===== config.mk =====
export PLATFORM = sky130hd
export DESIGN_NAME = fht_ram
export DESIGN_NICKNAME = d
export VERILOG_FILES = /design/src/sv/fht_ram.sv
export SDC_FILE = /design/constraint.sdc
export NUM_CORES = 1
export LEC_CHECK = 0
export ABC_AREA = 1
export BUFFER_PORTS_ARGS = -buffer_cell sky130_fd_sc_hd__buf_4
export CORE_ASPECT_RATIO = 1.2
export CORE_MARGIN = 3
export CORE_UTILIZATION = 40
export DETAILED_ROUTE_END_ITERATION = 8
export PLACE_DENSITY = 0.6
export SYNTH_ARGS = -nofsm -noshare
export SYNTH_HDL_FRONTEND = slang
export SYNTH_SLANG_ARGS = --single-unit

===== constraint.sdc =====
create_clock -name clk -period 2.25 [get_ports clk]
set_input_delay 0.3375 -clock clk [delete_from_list [all_inputs] [get_ports clk]]
set_output_delay 0.3375 -clock clk [all_outputs]
set_load 0.01 [all_outputs]

===== src/sv/fht_ram.sv =====
module fht_ram #(
	parameter int WIDTH = 8,
	parameter int DEPTH = 16
) (
	input  logic                     clk,
	input  logic                     we,
	input  logic [$clog2(DEPTH)-1:0] waddr,
	input  logic [WIDTH-1:0]         wdata,
	input  logic                     re,
	input  logic [$clog2(DEPTH)-1:0] raddr,
	output logic [WIDTH-1:0]         rdata
);

	logic [WIDTH-1:0] mem [DEPTH];

	always_ff @(posedge clk) begin
		if (we) begin
			mem[waddr] <= wdata;
		end
		if (re) begin
			rdata <= mem[raddr];
		end
	end

endmodule


# Word level (Yosys, flattened, before mapping)

Memories as Yosys holds them, arrays and structs flattened. A register that Yosys moved wholly into a read port is not among the register bits.
Index checks and enable logic that the tools add are counted.

Bits in registers: 0
Bits in writable memories: 128
Memories kept: 1

Multiplexer cells: 2

Memory list:

| name | words | bits a word | read ports | clocked after Yosys merged registers in | wr ports | RTL line | source |
|---|---|---|---|---|---|---|---|
| mem  | 16    | 8           | 1          | 1                                       | 1        | 14       | `logic [WIDTH-1:0] mem [DEPTH];` |

Operators by type and width:

| operator         | count |
|---|---|
| 1-bit 2-to-1 mux | 2 |

# Longest topological paths before layout

Depth in word-level cells: 2
Mapped depth: 8

# Least setup slack after synthesis

No wires, ideal clock.

Path kind: input to register
Start point: input waddr[2]
End point: memory mem[10][0] (enable)
Path slack: 962 ps
Buffers on the path: 0
Data arrival time: 918 ps
Stages on the path: 2
Cell sequence: nand3b_1 > nor2_1

RTL lines:

| item        | RTL line | source |
|---|---|---|
| from (decl) | 7        | `input logic [$clog2(DEPTH)-1:0] waddr,` |
| to (decl)   | 14       |  |

No word-level cell before the write port.

==> reports/metrics.cfg <==
[floorplan]
die_y_um=138
die_area_sq_um=16100
die_x_um=116
ios=27
initial_core_util=0.416
fp-row-count=47
core_sq_um=14100

[yosys]
synth_cell_types=11
synth_top_family_by_area=simple AND/OR/NAND/NOR gates
netlist_area_sq_um=5850
yosys_warnings=0
synthesis.nets=570
synth-adder-area-share=0
synth_seq_area_share=0.698
synth-compound-area-share=0
synth_top_cell_by_area=edfxtp_1
ys_ff_latch=136
synth_area_leaders=edfxtp_1, nand2_1, nand3_1
avgSynthCellArea_sq_um=10.6
synth-simple-area-share=0.208
synth_cells=551
synth_top_area_frac=0.698
synth_xor_area_frac=0
synth_mux_area_frac=0

[drt]
routed_via_density=4.95
drtIter0Drc=307
antenna_left=0
dr_total_vias=3813
drcViolationCount=0
first_pass_iters=4
wire_per_inst_um=17.3
routed_wl_mm=13.4

[global_routing]
grt_overflow=0
grt_pass1_wl_mm=20.9
grt_max_degree=65
grt_antenna_before_repair=0
grt_pass1_vias=3845
track_usage=0.173

[setup_path]
required_ns=2.41
reg2reg_slack_ns=1.10
crit_fanout=33
r2r_cells=6
r2r-end=rdata[6]
critPathKind=primary input to flop
r2r_start=mem[1][6]
worstPathArrival_ns=1.54
end_kind=flop
critPathLaunchType=primary input

[status]
outcome=finished, final reports clean

[clock_tree]
cts_setup_buffers=0
ctsRootBufferMaster=clkbuf_16
ctsResizeCount=0
clk_pin_slew_ns=0.06
clkLatencyLatePin_ns=0.40
h-tree-depth=4
cts_buffers=17
cts_tree=done
clockBufferDepth=2
ctsHoldBuffers=0
cts_sinks=136

[finish]
nets=606
fillers=1267
area.growth.synth_to_final_pct=16.7
n_antenna_cell=0
drive_gt1_frac=0.118

[timing]
slew_headroom=0.511
finClkSkew_ns=0.00593
hold_viol_final=0
drv_slew=0
period_needed_ns=1.38
final.setup.tns_ns=0
tightest_slew_ns=0.731
fin_crit_sh=0.615
max_freq_ghz=0.722
rsz0062_at_grt=no
setup_viol=0

[power]
vdd_drop_max_mv=0.456
p_total_w=0.00606
p_comb_frac=0.059
cellLeakagePower_nw=2.93
seq_power_share=0.474
netSwitchingPower_w=0.00126
powerDensity_nw_per_um2=889
pwr-share-clk=0.468
p_sw_frac=0.208
p_int_w=0.00480

[hold_path]
hold_depth=1
hold_start=re
worstHoldEndpoint=rdata[7]
hp-class=primary input to flop

[placed_design]
routabilityCongestion=0.821
portBuffers=26
hpwl_mm=8.58

[run]
maxCapViolCount=0

[critical path: stages]
cell and delay [ns]:
buf_4 0.32, inv_2 0.34, nand3_1 0.20, nand3_1 0.12, nand3_1 0.15, nand2_1 0.07
[metrics by stage]
stage / setup WS (ns) / util / cells / hold slack (ns) / area [sq um]
after floorplan: 0.962 / - / 551 / 0.436 / 5850
final: 0.866 / 0.485 / 771 / 0.230 / 6820
after global routing: 0.768 / 0.485 / 771 / 0.228 / 6820
after CTS: 0.863 / 0.485 / 771 / 0.223 / 6820
after detailed placement: 0.427 / 0.442 / 739 / 0.647 / 6210
after global placement: 0.466 / 0.442 / 739 / 0.635 / 6210
[cells in the final DEF, fill, tap and decap left out]
master,count
nand2_1,173
clkinv_1,4
edfxtp_1,136
nand3b_1,2
bufinv_16,4
nand3_1,97
clkinv_4,1
buf_4,40
inv_2,2
inv_6,1
clkinvlp_4,2
clkinv_2,3
inv_1,100
clkbuf_16,17
nor2_1,17
buf_12,1
[cell families (layout without fill, tap and decap cells)]
| group | count (synthesis) | after routing |
|---|---|---|
| DFF | 136 | 136 |
| and+or+nand+nor | 289 | 289 |
| buffers and inverters | 126 | 175 |
[power by group through the flow]
stage	clock network, W	registers (W)	logic (W)
floorplan	0	0.00293	0.000200
global placement	0	0.00292	0.000356
detailed placement	0	0.00292	0.000360
CTS	0.00287	0.00287	0.000361
global route	0.00299	0.00288	0.000397
finish	0.00284	0.00287	0.000355
[Yosys cell counts, drive strengths merged]
cell / count
nand2: 173
edfxtp: 136
inv: 102
nand3: 97
buf: 24
nor2: 17
nand3b: 2
[worst max path at each step]
stage / start / to / slack, ns / cells past startpoint
floorplan: waddr[2] / mem[10][0] / 0.96 / 2
global placement: raddr[1] / rdata[4] / 0.47 / 6
detailed placement: raddr[1] / rdata[6] / 0.43 / 6
CTS: raddr[1] / rdata[6] / 0.86 / 6
global route: raddr[1] / rdata[4] / 0.77 / 6
finish: raddr[1] / rdata[6] / 0.87 / 6
[state kept, by name, summed over array words and instances (netlist names)]
name   count
rdata      8
mem      128
[cell type report]
class                           instances  area [sq um]  share of cell area
Clock inverter                         15           183              0.0268
Inverter                              102           383              0.0561
Timing Repair Buffer                   41           320              0.0469
Clock buffer                           17           425              0.0624
Sequential cell                       136          4080               0.599
Tap cell                              171           214              0.0314
Multi-Input combinational cell        289          1210               0.178
[routing by layer]
layer	wire, um	vias up	GRT usage
met5	0	-	0
met1	5560	1836	0.213
met3	529	22	0.0337
met4	353	0	0.0727
met2	6920	99	0.292
li1	-	1856	-
Note: power is estimated with default switching activity, not from simulation.
